### src/hw/rtl/clc_pkg.sv
// Shared types and constants of the code lock controller.
// Used by the register bank, the evaluation core, the top level and the testbench.
`timescale 1ns / 1ps

package clc_pkg;

	localparam int CFG_IDX_W = 3;
	localparam int CFG_DATA_W = 16;

	localparam logic [CFG_IDX_W-1:0] CFG_OPEN_CODE   = 3'd0;
	localparam logic [CFG_IDX_W-1:0] CFG_CLOSE_CODE  = 3'd1;
	localparam logic [CFG_IDX_W-1:0] CFG_CONFIRM_KEY = 3'd2;
	localparam logic [CFG_IDX_W-1:0] CFG_MAX_TRIES   = 3'd3;
	localparam logic [CFG_IDX_W-1:0] CFG_DIAL_LOW    = 3'd4;
	localparam logic [CFG_IDX_W-1:0] CFG_DIAL_HIGH   = 3'd5;

	localparam logic [1:0] ACT_KEY   = 2'd0;
	localparam logic [1:0] ACT_DIAL  = 2'd1;
	localparam logic [1:0] ACT_CLEAR = 2'd2;

	localparam logic [2:0] BEEPS_NONE  = 3'd0;
	localparam logic [2:0] BEEPS_SHORT = 3'd2;
	localparam logic [2:0] BEEPS_LONG  = 3'd6;

	localparam logic [3:0] TRIES_RESET = 4'd3;

	typedef enum logic [3:0] {
		ST_IGNORED   = 4'd0,
		ST_DIGIT     = 4'd1,
		ST_DISCARDED = 4'd2,
		ST_WRONG     = 4'd3,
		ST_ALARM     = 4'd4,
		ST_CORRECT   = 4'd5,
		ST_CLOSED    = 4'd6,
		ST_DIAL1_OK  = 4'd7,
		ST_OPENED    = 4'd8,
		ST_CLEARED   = 4'd9,
		ST_NO_CHANGE = 4'd10
	} status_t;

	typedef enum logic [2:0] {
		DIAL_IDLE   = 3'b001,
		DIAL_FIRST  = 3'b010,
		DIAL_SECOND = 3'b100
	} dial_t;

	typedef struct packed {
		logic [15:0] open_code;
		logic [15:0] close_code;
		logic [3:0]  confirm_key;
		logic [3:0]  max_tries;
		logic [9:0]  dial_low;
		logic [9:0]  dial_high;
	} cfg_t;

	localparam cfg_t CFG_RESET = '{
		open_code:   16'd5528,
		close_code:  16'hFFFF,
		confirm_key: 4'd10,
		max_tries:   4'd3,
		dial_low:    10'd490,
		dial_high:   10'd519
	};

	typedef struct packed {
		logic [1:0] action;
		logic [3:0] key_code;
		logic [9:0] dial_sample;
		logic       button_pressed;
	} item_t;

	typedef struct packed {
		status_t    status;
		logic       door_open;
		logic [2:0] beeps;
		logic       dial_channel;
		logic       alarm_on;
		logic [3:0] tries_remaining;
	} result_t;

endpackage

### src/hw/rtl/clc_if.sv
// Valid/ready channels of the code lock controller: input word and result word.
// Standalone; no package dependency.
`timescale 1ns / 1ps

interface clc_item_if;
	logic       valid;
	logic       ready;
	logic [1:0] action;
	logic [3:0] key_code;
	logic [9:0] dial_sample;
	logic       button_pressed;

	modport source (output valid, action, key_code, dial_sample, button_pressed, input ready);
	modport sink   (input valid, action, key_code, dial_sample, button_pressed, output ready);
endinterface

interface clc_result_if;
	logic       valid;
	logic       ready;
	logic [3:0] status;
	logic       door_open;
	logic [2:0] beeps;
	logic       dial_channel;
	logic       alarm_on;
	logic [3:0] tries_remaining;

	modport source (output valid, status, door_open, beeps, dial_channel, alarm_on,
		tries_remaining, input ready);
	modport sink   (input valid, status, door_open, beeps, dial_channel, alarm_on,
		tries_remaining, output ready);
endinterface

### src/hw/rtl/code_lock_controller_top.sv
// Channel   Dir  Contents
// items     in   action, key_code, dial_sample, button_pressed
// results   out  status, door_open, beeps, dial_channel, alarm_on, tries_remaining
// cfg_*     in   register write: enable, index, data
//
// One word per cycle while the result side is ready; a result is valid once its word has
// passed the input register and been loaded into the result register, which waits while stalled.
// Lock state updates as a word leaves the input register, so the next word sees it.
// Reset restores the register defaults and the closed, idle lock state.
// A stalled result holds in the result register while the input register takes one more word.
// Depends on clc_pkg, clc_if, clc_cfg_regs and clc_core.
`timescale 1ns / 1ps

module code_lock_controller_top #(
	parameter int CODE_KEYS = 4
) (
	input  logic                           clk,
	input  logic                           arst_n,
	input  logic                           cfg_we,
	input  logic [clc_pkg::CFG_IDX_W-1:0]  cfg_index,
	input  logic [clc_pkg::CFG_DATA_W-1:0] cfg_wdata,
	clc_item_if.sink                       items,
	clc_result_if.source                   results
);
	import clc_pkg::*;

	cfg_t    cfg;
	item_t   item_s1;
	logic    valid_s1;
	result_t res_next;
	result_t res_s2;
	logic    valid_s2;
	logic    advance;

	assign advance     = valid_s1 && (!valid_s2 || results.ready);
	assign items.ready = !valid_s1 || advance;

	clc_cfg_regs u_cfg (
		.clk       (clk),
		.arst_n    (arst_n),
		.cfg_we    (cfg_we),
		.cfg_index (cfg_index),
		.cfg_wdata (cfg_wdata),
		.cfg       (cfg)
	);

	clc_core #(
		.CODE_KEYS (CODE_KEYS)
	) u_core (
		.clk    (clk),
		.arst_n (arst_n),
		.step   (advance),
		.cfg    (cfg),
		.item   (item_s1),
		.res    (res_next)
	);

	always_ff @(posedge clk or negedge arst_n) begin
		if (!arst_n) begin
			valid_s1 <= 1'b0;
			valid_s2 <= 1'b0;
		end else begin
			if (items.ready) valid_s1 <= items.valid;
			if (!valid_s2 || results.ready) valid_s2 <= valid_s1;
		end
	end

	always_ff @(posedge clk) begin
		if (items.valid && items.ready) begin
			item_s1 <= '{
				action:         items.action,
				key_code:       items.key_code,
				dial_sample:    items.dial_sample,
				button_pressed: items.button_pressed
			};
		end
		if (advance) res_s2 <= res_next;
	end

	assign results.valid           = valid_s2;
	assign results.status          = res_s2.status;
	assign results.door_open       = res_s2.door_open;
	assign results.beeps           = res_s2.beeps;
	assign results.dial_channel    = res_s2.dial_channel;
	assign results.alarm_on        = res_s2.alarm_on;
	assign results.tries_remaining = res_s2.tries_remaining;

`ifndef NO_ASSERTIONS
	a_alarm_tries: assert property (@(posedge clk) disable iff (!arst_n)
		results.valid && results.status == ST_ALARM
		|-> results.alarm_on && results.tries_remaining == 4'd0)
		else $error("alarm word without alarm flag or with tries left");

	a_opened_door: assert property (@(posedge clk) disable iff (!arst_n)
		results.valid && results.status == ST_OPENED
		|-> results.door_open && !results.dial_channel)
		else $error("opened word with door closed or dial still active");

	a_alarm_no_dial: assert property (@(posedge clk) disable iff (!arst_n)
		results.valid && results.alarm_on |-> !results.dial_channel)
		else $error("dial stage active during alarm");

	a_advance_loads: assert property (@(posedge clk) disable iff (!arst_n)
		advance |=> valid_s2)
		else $error("evaluated word lost before result register");
`endif

endmodule

### src/hw/rtl/clc_cfg_regs.sv
// Configuration register bank of the code lock controller.
// Depends on clc_pkg for the register indexes and reset values.
`timescale 1ns / 1ps

module clc_cfg_regs (
	input  logic                           clk,
	input  logic                           arst_n,
	input  logic                           cfg_we,
	input  logic [clc_pkg::CFG_IDX_W-1:0]  cfg_index,
	input  logic [clc_pkg::CFG_DATA_W-1:0] cfg_wdata,
	output clc_pkg::cfg_t                  cfg
);
	import clc_pkg::*;

	cfg_t cfg_q;

	always_ff @(posedge clk or negedge arst_n) begin
		if (!arst_n) begin
			cfg_q <= CFG_RESET;
		end else if (cfg_we) begin
			case (cfg_index)
				CFG_OPEN_CODE:   cfg_q.open_code   <= cfg_wdata;
				CFG_CLOSE_CODE:  cfg_q.close_code  <= cfg_wdata;
				CFG_CONFIRM_KEY: cfg_q.confirm_key <= cfg_wdata[3:0];
				CFG_MAX_TRIES:   cfg_q.max_tries   <= cfg_wdata[3:0];
				CFG_DIAL_LOW:    cfg_q.dial_low    <= cfg_wdata[9:0];
				CFG_DIAL_HIGH:   cfg_q.dial_high   <= cfg_wdata[9:0];
				default: ;
			endcase
		end
	end

	assign cfg = cfg_q;

endmodule

### src/hw/rtl/clc_core.sv
// Lock state and single-pass evaluation of one input word.
// Depends on clc_pkg; state advances when step is high.
`timescale 1ns / 1ps

module clc_core #(
	parameter int CODE_KEYS = 4
) (
	input  logic             clk,
	input  logic             arst_n,
	input  logic             step,
	input  clc_pkg::cfg_t    cfg,
	input  clc_pkg::item_t   item,
	output clc_pkg::result_t res
);
	import clc_pkg::*;

	localparam int KEY_CNT_W = $clog2(CODE_KEYS + 1);
	localparam int CODE_BITS = (4 * CODE_KEYS >= 16) ? 16 : 4 * CODE_KEYS;
	localparam logic [KEY_CNT_W-1:0] KEYS_FULL = KEY_CNT_W'(CODE_KEYS);

	logic [15:0]          entry_q, entry_d;
	logic [KEY_CNT_W-1:0] keys_q, keys_d;
	logic                 door_q, door_d;
	logic [3:0]           tries_q, tries_d;
	logic                 alarm_q, alarm_d;
	dial_t                dial_q, dial_d;

	status_t    status;
	logic [2:0] beeps;
	logic       hit;
	logic       is_close, is_open;
	logic [3:0] tries_dec;

	assign is_close  = entry_q[CODE_BITS-1:0] == cfg.close_code[CODE_BITS-1:0];
	assign is_open   = entry_q[CODE_BITS-1:0] == cfg.open_code[CODE_BITS-1:0];
	assign tries_dec = (tries_q == 4'd0) ? 4'd0 : tries_q - 4'd1;
	assign hit = item.button_pressed && (item.dial_sample >= cfg.dial_low)
		&& (item.dial_sample <= cfg.dial_high);

	always_comb begin
		entry_d = entry_q;
		keys_d  = keys_q;
		door_d  = door_q;
		tries_d = tries_q;
		alarm_d = alarm_q;
		dial_d  = dial_q;
		status  = ST_IGNORED;
		beeps   = BEEPS_NONE;
		case (item.action)
			ACT_KEY: begin
				if (!alarm_q && dial_q == DIAL_IDLE) begin
					if (keys_q < KEYS_FULL) begin
						entry_d = {entry_q[11:0], item.key_code};
						keys_d  = keys_q + KEY_CNT_W'(1);
						status  = ST_DIGIT;
					end else begin
						// confirm slot: the entry is always dropped; anything but the confirm key discards it unchecked
						entry_d = '0;
						keys_d  = '0;
						if (item.key_code != cfg.confirm_key) begin
							status = ST_DISCARDED;
						end else if (is_close && door_q) begin
							door_d = 1'b0;
							dial_d = DIAL_IDLE;
							beeps  = BEEPS_SHORT;
							status = ST_CLOSED;
						end else if (!is_open) begin
							beeps   = BEEPS_LONG;
							tries_d = tries_dec;
							if (tries_dec == 4'd0) begin
								alarm_d = 1'b1;
								status  = ST_ALARM;
							end else begin
								status = ST_WRONG;
							end
						end else begin
							beeps  = BEEPS_SHORT;
							dial_d = DIAL_FIRST;
							status = ST_CORRECT;
						end
					end
				end
			end
			ACT_DIAL: begin
				if (!alarm_q && dial_q != DIAL_IDLE) begin
					if (!hit) begin
						status = ST_NO_CHANGE;
					end else if (dial_q == DIAL_FIRST) begin
						dial_d = DIAL_SECOND;
						status = ST_DIAL1_OK;
					end else begin
						dial_d = DIAL_IDLE;
						door_d = 1'b1;
						status = ST_OPENED;
					end
				end
			end
			ACT_CLEAR: begin
				if (alarm_q) begin
					alarm_d = 1'b0;
					tries_d = cfg.max_tries;
					status  = ST_CLEARED;
				end else begin
					status = ST_NO_CHANGE;
				end
			end
			default: ;
		endcase
	end

	always_ff @(posedge clk or negedge arst_n) begin
		if (!arst_n) begin
			entry_q <= '0;
			keys_q  <= '0;
			door_q  <= 1'b0;
			tries_q <= TRIES_RESET;
			alarm_q <= 1'b0;
			dial_q  <= DIAL_IDLE;
		end else if (step) begin
			entry_q <= entry_d;
			keys_q  <= keys_d;
			door_q  <= door_d;
			tries_q <= tries_d;
			alarm_q <= alarm_d;
			dial_q  <= dial_d;
		end
	end

	assign res = '{
		status:          status,
		door_open:       door_d,
		beeps:           beeps,
		dial_channel:    dial_d == DIAL_SECOND,
		alarm_on:        alarm_d,
		tries_remaining: tries_d
	};

endmodule

### src/flat_wrapper.sv
// flat-port wrapper written by rule: the top's interface ports become plain ports
module code_lock_controller_top_flat import clc_pkg::*;
#(
	parameter int CODE_KEYS = 4
)
  (clk, arst_n, cfg_we, cfg_index, cfg_wdata, items_valid, items_action, items_key_code, items_dial_sample, items_button_pressed, items_ready, results_valid, results_status, results_door_open, results_beeps, results_dial_channel, results_alarm_on, results_tries_remaining, results_ready);
  clc_item_if items_i ();
  clc_result_if results_i ();
  input  logic clk;
  input  logic arst_n;
  input  logic cfg_we;
  input  logic [clc_pkg::CFG_IDX_W-1:0] cfg_index;
  input  logic [clc_pkg::CFG_DATA_W-1:0] cfg_wdata;
  input wire logic [$bits(items_i.valid)-1:0] items_valid;
  input wire logic [$bits(items_i.action)-1:0] items_action;
  input wire logic [$bits(items_i.key_code)-1:0] items_key_code;
  input wire logic [$bits(items_i.dial_sample)-1:0] items_dial_sample;
  input wire logic [$bits(items_i.button_pressed)-1:0] items_button_pressed;
  output wire logic [$bits(items_i.ready)-1:0] items_ready;
  output wire logic [$bits(results_i.valid)-1:0] results_valid;
  output wire logic [$bits(results_i.status)-1:0] results_status;
  output wire logic [$bits(results_i.door_open)-1:0] results_door_open;
  output wire logic [$bits(results_i.beeps)-1:0] results_beeps;
  output wire logic [$bits(results_i.dial_channel)-1:0] results_dial_channel;
  output wire logic [$bits(results_i.alarm_on)-1:0] results_alarm_on;
  output wire logic [$bits(results_i.tries_remaining)-1:0] results_tries_remaining;
  input wire logic [$bits(results_i.ready)-1:0] results_ready;
  assign items_i.valid = items_valid;
  assign items_i.action = items_action;
  assign items_i.key_code = items_key_code;
  assign items_i.dial_sample = items_dial_sample;
  assign items_i.button_pressed = items_button_pressed;
  assign items_ready = items_i.ready;
  assign results_valid = results_i.valid;
  assign results_status = results_i.status;
  assign results_door_open = results_i.door_open;
  assign results_beeps = results_i.beeps;
  assign results_dial_channel = results_i.dial_channel;
  assign results_alarm_on = results_i.alarm_on;
  assign results_tries_remaining = results_i.tries_remaining;
  assign results_i.ready = results_ready;
  code_lock_controller_top #(.CODE_KEYS(CODE_KEYS)) u_core (.clk(clk), .arst_n(arst_n), .cfg_we(cfg_we), .cfg_index(cfg_index), .cfg_wdata(cfg_wdata), .items(items_i), .results(results_i));
endmodule
### config.mk
export PLATFORM = sky130hd
export DESIGN_NAME = code_lock_controller_top_flat
export DESIGN_NICKNAME = d
export VERILOG_FILES = /design/src/hw/rtl/clc_pkg.sv /design/src/hw/rtl/clc_if.sv /design/src/hw/rtl/code_lock_controller_top.sv /design/src/hw/rtl/clc_cfg_regs.sv /design/src/hw/rtl/clc_core.sv /design/src/flat_wrapper.sv
export SDC_FILE = /design/constraint.sdc
export NUM_CORES = 1
export LEC_CHECK = 0
export ABC_CLOCK_PERIOD_IN_PS = 2500
export BUFFER_PORTS_ARGS = -buffer_cell sky130_fd_sc_hd__buf_4
export CAP_MARGIN = 20
export CORE_MARGIN = 4
export CORE_UTILIZATION = 45
export CTS_CLUSTER_DIAMETER = 120
export CTS_CLUSTER_SIZE = 16
export DETAILED_ROUTE_END_ITERATION = 8
export GPL_TIMING_DRIVEN = 0
export PLACE_DENSITY = 0.66
export SYNTH_ARGS = -nofsm -noshare
export SYNTH_HDL_FRONTEND = slang
export SYNTH_SLANG_ARGS = --single-unit
### constraint.sdc
create_clock -name clk -period 2.5 [get_ports clk]
set_clock_uncertainty 0.15 [all_clocks]
set_input_delay 0.125 -clock clk [delete_from_list [all_inputs] [get_ports clk]]
set_output_delay 0.125 -clock clk [all_outputs]
set_load 0.005 [all_outputs]
## Word level (Yosys, flattened, before mapping)

Cells that the tools add are included.

- Input bits: 41
- Flip-flop bits (word level): 121
- Output and inout bits: 16

- Order comparisons: 3
- Bitwise logic cells: 2
- Add/subtract/negate cells: 2
- Reduce and logical (&&, ||, !) cells: 25
- Equality and inequality tests: 14
- Muxes and demuxes: 47

Operator list:

| operator | count |
|---|---|
| $mux 4 | 15 |
| $mux 3 | 11 |
| $eq 16x16->1 | 2 |
| $mux 16 | 1 |
| $mux 1 | 13 |
| $pmux 4 s3 | 1 |
| $reduce_and 2->1 | 6 |
| $ge 10x10->1 | 1 |
| $le 10x10->1 | 1 |
| $eq 3x2->1 const B | 3 |
| $eq 3x3->1 const B | 3 |
| $logic_not 4->1 | 2 |
| $pmux 4 s2 | 1 |
| $logic_and 1x1->1 | 7 |
| $eq 3x1->1 const B | 2 |
| $pmux 3 s2 | 1 |
| $reduce_or 5->1 | 1 |
| $mux 2 | 2 |
| $ne 4x4->1 | 1 |
| $pmux 1 s2 | 2 |
| $reduce_or 4->1 | 1 |
| $sub 4x1->4 const B | 1 |
| $add 3x1->3 const B | 1 |
| $logic_not 1->1 | 3 |
| other kinds (9) | 11 |

## Longest topological paths before layout

Gate-level depths: netlist of run 1.

- Word-level depth: 10
- Mapped depth: 8
- Depth with buffers taken out: 8

## By module

Synthesis of run 1 repeated with hierarchy kept, for this count alone.

- Cell total of the unflattened synthesis: 496
- Area, all modules: 5998.3 sq um

Modules (own cells, without submodules):

| module | instances | cells each | area each (sq um) | sequential area each (sq um) |
|---|---|---|---|---|
| clc_core | 1 | 326 | 2630.0 | 704.4 |
| clc_cfg_regs | 1 | 131 | 2333.5 | 1546.5 |
| code_lock_controller_top | 1 | 39 | 1034.7 | 980.9 |

## Worst setup path after synthesis of run 1

OpenSTA, ideal clock, no wires.

- Path kind: flip-flop to flip-flop
- Start: register u_core.u_cfg.cfg_q (netlist bit u_core.u_cfg.cfg[9])
- End: register u_core.u_core.dial_q[2]
- Period minus slack after synthesis: 2.645 ns
- Cell stages (with the launch flop): 9
- Path slack: -0.145 ns
- Path buffers: 0
- Arrival time: 2.370 ns
- Library setup time: 0.125 ns
- Cells stage by stage: dfstp_2 -> inv_1 -> ha_1 -> and4_2 -> nand4_1 -> a21bo_2 -> a31o_1 -> or4_1 -> mux2_4

- Longest elaborated chain between the ends: 5

Ends and longest elaborated chain:

| item | RTL line | text |
|---|---|---|
| start, declared | clc_cfg_regs.sv:15 | `cfg_t cfg_q;` |
| $le 10x10->1 | clc_core.sv:38 | `&& (item.dial_sample <= cfg.dial_high);` |
| $logic_and 1x1->1 | clc_core.sv:38 |  |
| $mux 3 | clc_core.sv:86 | `if (!hit) begin` |
| $mux 3 | clc_core.sv:85 | `if (!alarm_q && dial_q != DIAL_IDLE) begin` |
| $pmux 3 s2 | clc_core.sv:49 | `case (item.action)` |
| end signal, assigned | clc_core.sv:125 | `dial_q <= dial_d;` |
| end, declared | clc_core.sv:26 | `dial_t dial_q, dial_d;` |

No other way between the ends.
A chain may end at the register's enable or synchronous reset.

## Final worst setup path of run 1

Same ends and word-level chain as after synthesis.

==> impl_metrics.toml, run 1 <==
[synthesis]
async_flop_share_pct = 75.0
synth_adder_area_share_pct = 4.48
synth_edf_count = 30
syn-instance-count = 506
syn-cell-area_sq_mm = 0.00587
ys_seq_area_share_pct = 54.6
synth_area_per_cell_sq_um = 11.6
synthXorXnorAreaFrac_pct = 5.38
synthSimpleGateAreaFrac_pct = 11.8
synth-compound-area-share_pct = 10.2
synth_top_family_by_area = "simple AND/OR/NAND/NOR gates"
ys_warn_count = 0
synthesis.nets = 568
synth-seq-cells = 120
synth_ff_type = "dfrtp_1"
synthMuxAreaShare_pct = 10.6
synthDistinctLibCells = 63

[sta]
fin_crit_sh_pct = 107
max_freq_mhz = 372
finalHoldViolCount = 0
fin_crit_ns = 2.69
timing.final.ws_setup_ns = -0.186
worstMarginPinSlew_ns = 0.995
relSlewSlack_pct = 32.6
setup_viol = 5
hold-worst-slack_ns = 0.0222
rsz0062_at_grt = "true"
slew_viol_final = 0
tns_ns = -0.356

[setup_path]
cp_max_fo = 3
crit_slowest_cell = "dfstp_2"
rr_worst_depth = 8
cp_slowest_stage_delay_ns = 0.53
cp.arrival_ns = 2.82
startpoint_type = "flop"
cp-end-kind = "flop"
crit_type = "reg -> reg"
worstPathRequired_ns = 2.64
crit_chain = "inv_2, ha_4, and4_4, nand4_1, a21bo_2, a31o_1, or4_4, mux2_4"

[pwr]
p_comb_share_pct = 21.2
fin_total_pwr_mw = 6.19
leakage_nw = 3.15
swShare_pct = 27.6
internal-power_mw = 4.48
seq_power_share_pct = 45.2
power.switching_mw = 1.71
vdd_ir_drop_max_uv = 450
powerDensity_mw_per_mm2 = 819
clock_power_share_pct = 33.6

[clocking]
path_clk_slew_ns = 0.05
root_buffer = "clkbuf_16"
cts_buffer_depth = 2
h-tree-depth = 4
clk_latency_ns = 0.41
cts_tree = "yes"
numClockSinks = 120
numCtsBuffers = 17

[floorplanning]
boundaryPins = 57
fp.dieW_um = 122
rows = 41
start_util_pct = 46.3
core_sq_mm = 0.0127
die_area_sq_mm = 0.0149
die_y_um = 122

[placement]
io_buffer_count = 55
gp_congestion = 0.934
dpl-instance-area_sq_mm = 0.00652
dp_hpwl_um = 9210
place_ws_ns = -0.277
place_inst = 734

[run_status]
status = "finished with violations"
violations = "negative setup slack"

[detailed_routing]
routedWlPerCell_um = 16.5
ant_nets = 0
drc = 0
drt_iter0_drc = 252
viasPerCell = 5.33
dr.pass1.iters = 4
totalWireLength_um = 13400
num_vias = 4335

[global_routing]
grt_max_degree = 91
grt_first_pass_wirelength_um = 21800
grt_pass1_vias = 4388
grt_usage_pct = 19.2
antenna_found_initial = 0
grt_overflow = 0

[final_layout]
nets = 690
antenna_cells = 0
area_growth_pct = 28.9
drive_above_1_share_pct = 31.2
finalNonFillerCells = 813
post-route-util_pct = 59.7
finish.instance_area_sq_mm = 0.00756

[flow_run]
cap_violations = 0

[min_path]
hold_depth = 5
hp-class = "in -> reg"
path summary, 6_finish.rpt:
check | startpoint | endpoint | slack, ns
setup / recovery | u_core.u_cfg.cfg[9]$_DFFE_PN1P_ | u_core.u_core.dial_q[2]$_DFFE_PN0P_ | -0.19
hold / removal | cfg_index[2] | u_core.u_cfg.cfg[12]$_DFFE_PN0P_ | 0.02
setup reg to reg | u_core.u_cfg.cfg[9]$_DFFE_PN1P_ | u_core.u_core.dial_q[2]$_DFFE_PN0P_ | -0.19
hold reg to reg | u_core.u_core.keys_q[1]$_DFFE_PN0P_ | u_core.u_core.keys_q[1]$_DFFE_PN0P_ | 0.34
max in group asynchronous | arst_n | u_core.u_cfg.cfg[25]$_DFFE_PN1P_ | 1.41
min in group asynchronous | arst_n | u_core.u_core.door_q$_DFFE_PN0P_ | 0.08
registers in the layout (all words and copies together), names as in the netlist, 2 cells and up:
| register | flops |
|---|---|
| u_core.item_s1 | 17 |
| u_core.results.beeps | 2 |
| u_core.results.status | 4 |
| u_core.results.tries_remaining | 4 |
| u_core.u_cfg.cfg | 60 |
| u_core.u_core.dial_q | 3 |
| u_core.u_core.entry_q | 16 |
| u_core.u_core.keys_q | 3 |
| u_core.u_core.tries_q | 4 |
layer usage:
metal,global-route usage [%],vias up,wire [um]
li1,-,2054,-
met1,24.1,2124,5690
met2,31.0,124,6640
met3,4.92,33,676
met4,9.10,0,397
met5,0,-,0
placed cells by master, fill, tap and decap left out, types with 14 or more instances in the layout:
cell type,count
nand2_1,72
edfxtp_1,30
clkbuf_1,18
dfrtp_1,51
a21oi_1,14
dfstp_2,39
dlygate4sd3_1,40
inv_1,27
mux2_2,52
nor2_1,14
xnor2_1,32
buf_4,63
ha_1,20
clkbuf_16,17
o21ai_0,33
cells by family (layout without fill, tap and decap cells):
group / Yosys count / count (layout)
multiplexers: 55 / 55
AND/OR/NAND/NOR: 140 / 140
flip-flops: 120 / 120
buffers and inverters: 42 / 177
adder cells (fa/ha/maj): 21 / 21
XOR/XNOR: 36 / 36
other: 1 / 1
AO/OA/AOI/OAI: 91 / 91
power by group through the flow:
stage               Clock (mW)  Combinational (mW)  Sequential, mW
detailed placement           0                1.21            2.82
floorplan                    0               0.881            2.73
finish                    2.08                1.31            2.80
global route              2.23                1.47            2.84
CTS                       2.14                1.30            2.79
global placement             0                1.17            2.81
synth_stat cells, drive strengths merged (3+ instances only):
master / n / share of area [%]
xnor2: 32 / 4.8
clkbuf: 10 / 0.64
nand4: 12 / 1.3
a21oi: 15 / 1.3
and2: 6 / 0.64
a21o: 4 / 0.51
edfxtp: 30 / 15
nor2b: 5 / 0.53
ha: 21 / 4.5
a31oi: 6 / 0.64
o21ai: 37 / 3.2
buf: 3 / 0.38
and3: 3 / 0.32
nor4: 4 / 0.79
nand3: 5 / 0.43
inv: 28 / 1.8
nor3: 6 / 0.51
xor2: 4 / 0.60
nor2: 14 / 0.90
dfstp: 39 / 17
mux2: 53 / 10
dfrtp: 51 / 22
nand2: 72 / 4.6
what timing repair did:
action,in CTS,in global routing
pin swaps,2,5
gates resized for setup,6,10
buffers inserted,3,3
cloned,0,0
endpoints found under the setup margin,14,32
endpoints found under the hold margin,130,0
hold buffers,40,0
cell type report:
class,count,area [sq um]
Inverter,29,109
Fill cell,1045,5110
Buffer,13,60.1
Clock inverter,5,25.0
Timing Repair Buffer,103,893
Multi-Input combinational cell,344,2570
Tap cell,172,215
Clock buffer,27,483
Sequential cell,120,3200
critical path, delay by kind of cell (launching register included):
kind,cells,cell delay [ns]
and+or+nand+nor,3,0.82
DFF,1,0.53
AOI/OAI and AO/OA,2,0.43
muxes,1,0.31
adders and majority gates,1,0.26
buffers and inverters,1,0.04
No activity file was read; power rests on OpenSTA's default activity.
==> inputs of run 2 (changes only) <==
Settings changed: ABC_CLOCK_PERIOD_IN_PS 2500 to 2810, PLACE_DENSITY 0.66 to default.
Clock period 2.5 ns to 2.81 ns, I/O delays scaled along.
==> run 2 against run 1 <==
Compared with the run above:
- the flow now finishes without violations
- clock power rose by 3%
- core utilization up 0.13 points
- worst setup slack better by 0.24 ns
- sequential share of layout area shrank 0.091 points
- first-iteration DRC count fell by 2.0%
- fmax fell by 2.5%
- final cell count shrank 0.86%
- critical path depth is the same
- hold slack lost 0.00055 ns
- critical endpoint unchanged
==> impl_metrics.toml, run 2 (synthesis gave the netlist of run 1 again) <==
[setup_path]
worstPathRequired_ns = 2.95
rr_worst_depth = 8
r2r_slack_ns = 0.05
r2r-start = "u_core.u_cfg.cfg[9]$_DFFE_PN1P_"
r2r-end = "u_core.u_core.dial_q[2]$_DFFE_PN0P_"
crit_type = "reg -> reg"
cp-end-kind = "flop"
cp.arrival_ns = 2.90
startpoint_type = "flop"
cp_max_fo = 3

[clocking]
root_buffer = "clkbuf_16"
cts_buffer_depth = 2
numCtsBuffers = 17
cts_tree = "yes"
clk_latency_ns = 0.41
numClockSinks = 120
path_clk_slew_ns = 0.05
h-tree-depth = 4

[final_layout]
finalNonFillerCells = 806
antenna_cells = 0
n_fill_cell = 1039
area_growth_pct = 29.1
layout_commonest_cell = "nand2_1"
drive_above_1_share_pct = 31.1
layout_common_cells = "72 x nand2_1, 56 x buf_4, 52 x mux2_2"
nets = 683
largest_reg_flops = 60

[detailed_routing]
dr.pass1.iters = 4
ant_nets = 0
drt_iter0_drc = 247
totalWireLength_um = 13300
wl_met2_um = 6510
drc = 0
routedWlPerCell_um = 16.5
num_vias = 4242
wl_met3_um = 499
drt-met1-wl_um = 6170
viasPerCell = 5.26
top_layer = "met4"

[flow_run]
cap_violations = 0

[floorplanning]
start_util_pct = 46.3
die_y_um = 122
rows = 41
die_area_sq_mm = 0.0149
boundaryPins = 57
fp.dieW_um = 122
core_sq_mm = 0.0127

[pwr]
powerDensity_mw_per_mm2 = 763
clock_power_share_pct = 37.1
swShare_pct = 26.8
vdd_ir_drop_max_uv = 425
p_comb_share_pct = 20.0
seq_power_share_pct = 42.9
fin_total_pwr_mw = 5.78
power.switching_mw = 1.55
leakage_nw = 3.15
internal-power_mw = 4.23

[sta]
rsz0062_at_grt = "true"
fin_crit_sh_pct = 98.1
setup_viol = 0
finalHoldViolCount = 0
max_freq_mhz = 363
hold-worst-slack_ns = 0.0216
tns_ns = 0
slew_viol_final = 0
fin_crit_ns = 2.76
worstMarginPinSlew_ns = 0.881
relSlewSlack_pct = 40.8

[placement]
dp_hpwl_um = 9460
io_buffer_count = 55
place_inst = 735
gp_congestion = 0.896

[run_status]
status = "completed"

[global_routing]
antenna_found_initial = 0
grt_pass1_vias = 4290
grt_overflow = 0
grt_first_pass_wirelength_um = 22000
grt_usage_pct = 19.6
grt_max_degree = 69

[min_path]
hp-class = "in -> async"
[run 2: worst max path at each step]
| stage | startpoint | endpoint | slack [ns] | cells after the start |
|---|---|---|---|---|
| final | u_core.u_cfg.cfg[9]$_DFFE_PN1P_ | u_core.u_core.dial_q[2]$_DFFE_PN0P_ | 0.05 | 8 |
| after floorplan | u_core.u_cfg.cfg[9]$_DFFE_PN1P_ | u_core.u_core.dial_q[2]$_DFFE_PN0P_ | 0.16 | 8 |
| after global placement | u_core.u_core.entry_q[0]$_DFFE_PN0P_ | u_core.results.status[1]$_DFFE_PP_ | -0.04 | 6 |
| after CTS | u_core.u_cfg.cfg[9]$_DFFE_PN1P_ | u_core.u_core.dial_q[2]$_DFFE_PN0P_ | 0.008 | 8 |
| after global routing | u_core.u_cfg.cfg[42]$_DFFE_PN1P_ | u_core.results.status[0]$_DFFE_PP_ | -0.02 | 6 |
| after detailed placement | u_core.u_core.entry_q[0]$_DFFE_PN0P_ | u_core.results.status[1]$_DFFE_PP_ | -0.02 | 6 |
[run 2: metrics by stage]
stage	util, %	area, sq um	worst slack (ns)
2_1_floorplan	-	5870	0.165
4_1_cts	59.4	7520	0.00756
3_3_place_gp	51.2	6490	-0.0434
5_1_grt	59.8	7570	-0.0179
6_report	59.8	7570	0.0543
3_5_place_dp	51.5	6530	-0.0170
[run 2: cell type report]
type,instances,area [sq um],area share (%)
plain buffers,13,60.1,0.793
clock buffers,26,542,7.15
clock inverters,6,56.3,0.743
inverters,29,109,1.44
multi-input cells,344,2550,33.7
flip-flops and latches,120,3200,42.3
well taps,172,215,2.84
repair buffers,96,836,11.0
[run 2: power groups by stage]
stage	registers, mW	clock network [mW]	logic (mW)
finish	2.48	2.14	1.16
global route	2.52	2.29	1.29
CTS	2.47	2.19	1.14
detailed placement	2.50	0	1.08
global placement	2.49	0	1.05
floorplan	2.43	0	0.777
[run 2: worst max-delay path: stages (launching register included)]
cell and delay [ns]:
dfstp_2 0.54, inv_2 0.04, ha_4 0.26, and4_4 0.25, nand4_1 0.10, a21bo_2 0.23
a31o_4 0.23, or4_4 0.53, mux2_4 0.30
[run 2: metal layers]
| layer | up-vias | track usage, % |
|---|---|---|
| met2 | 70 | 31.7 |
| met5 | - | 0 |
| met4 | 0 | 6.93 |
| met1 | 2120 | 25.8 |
| met3 | 10 | 4.60 |
| li1 | 2042 | - |
[run 2: what timing repair did]
item	in CTS	in global routing
gates resized for setup	2	10
setup buffers	0	0
hold endpoints to repair	144	0
pin swaps	0	2
hold buffers	39	0
setup endpoints to repair	2	5
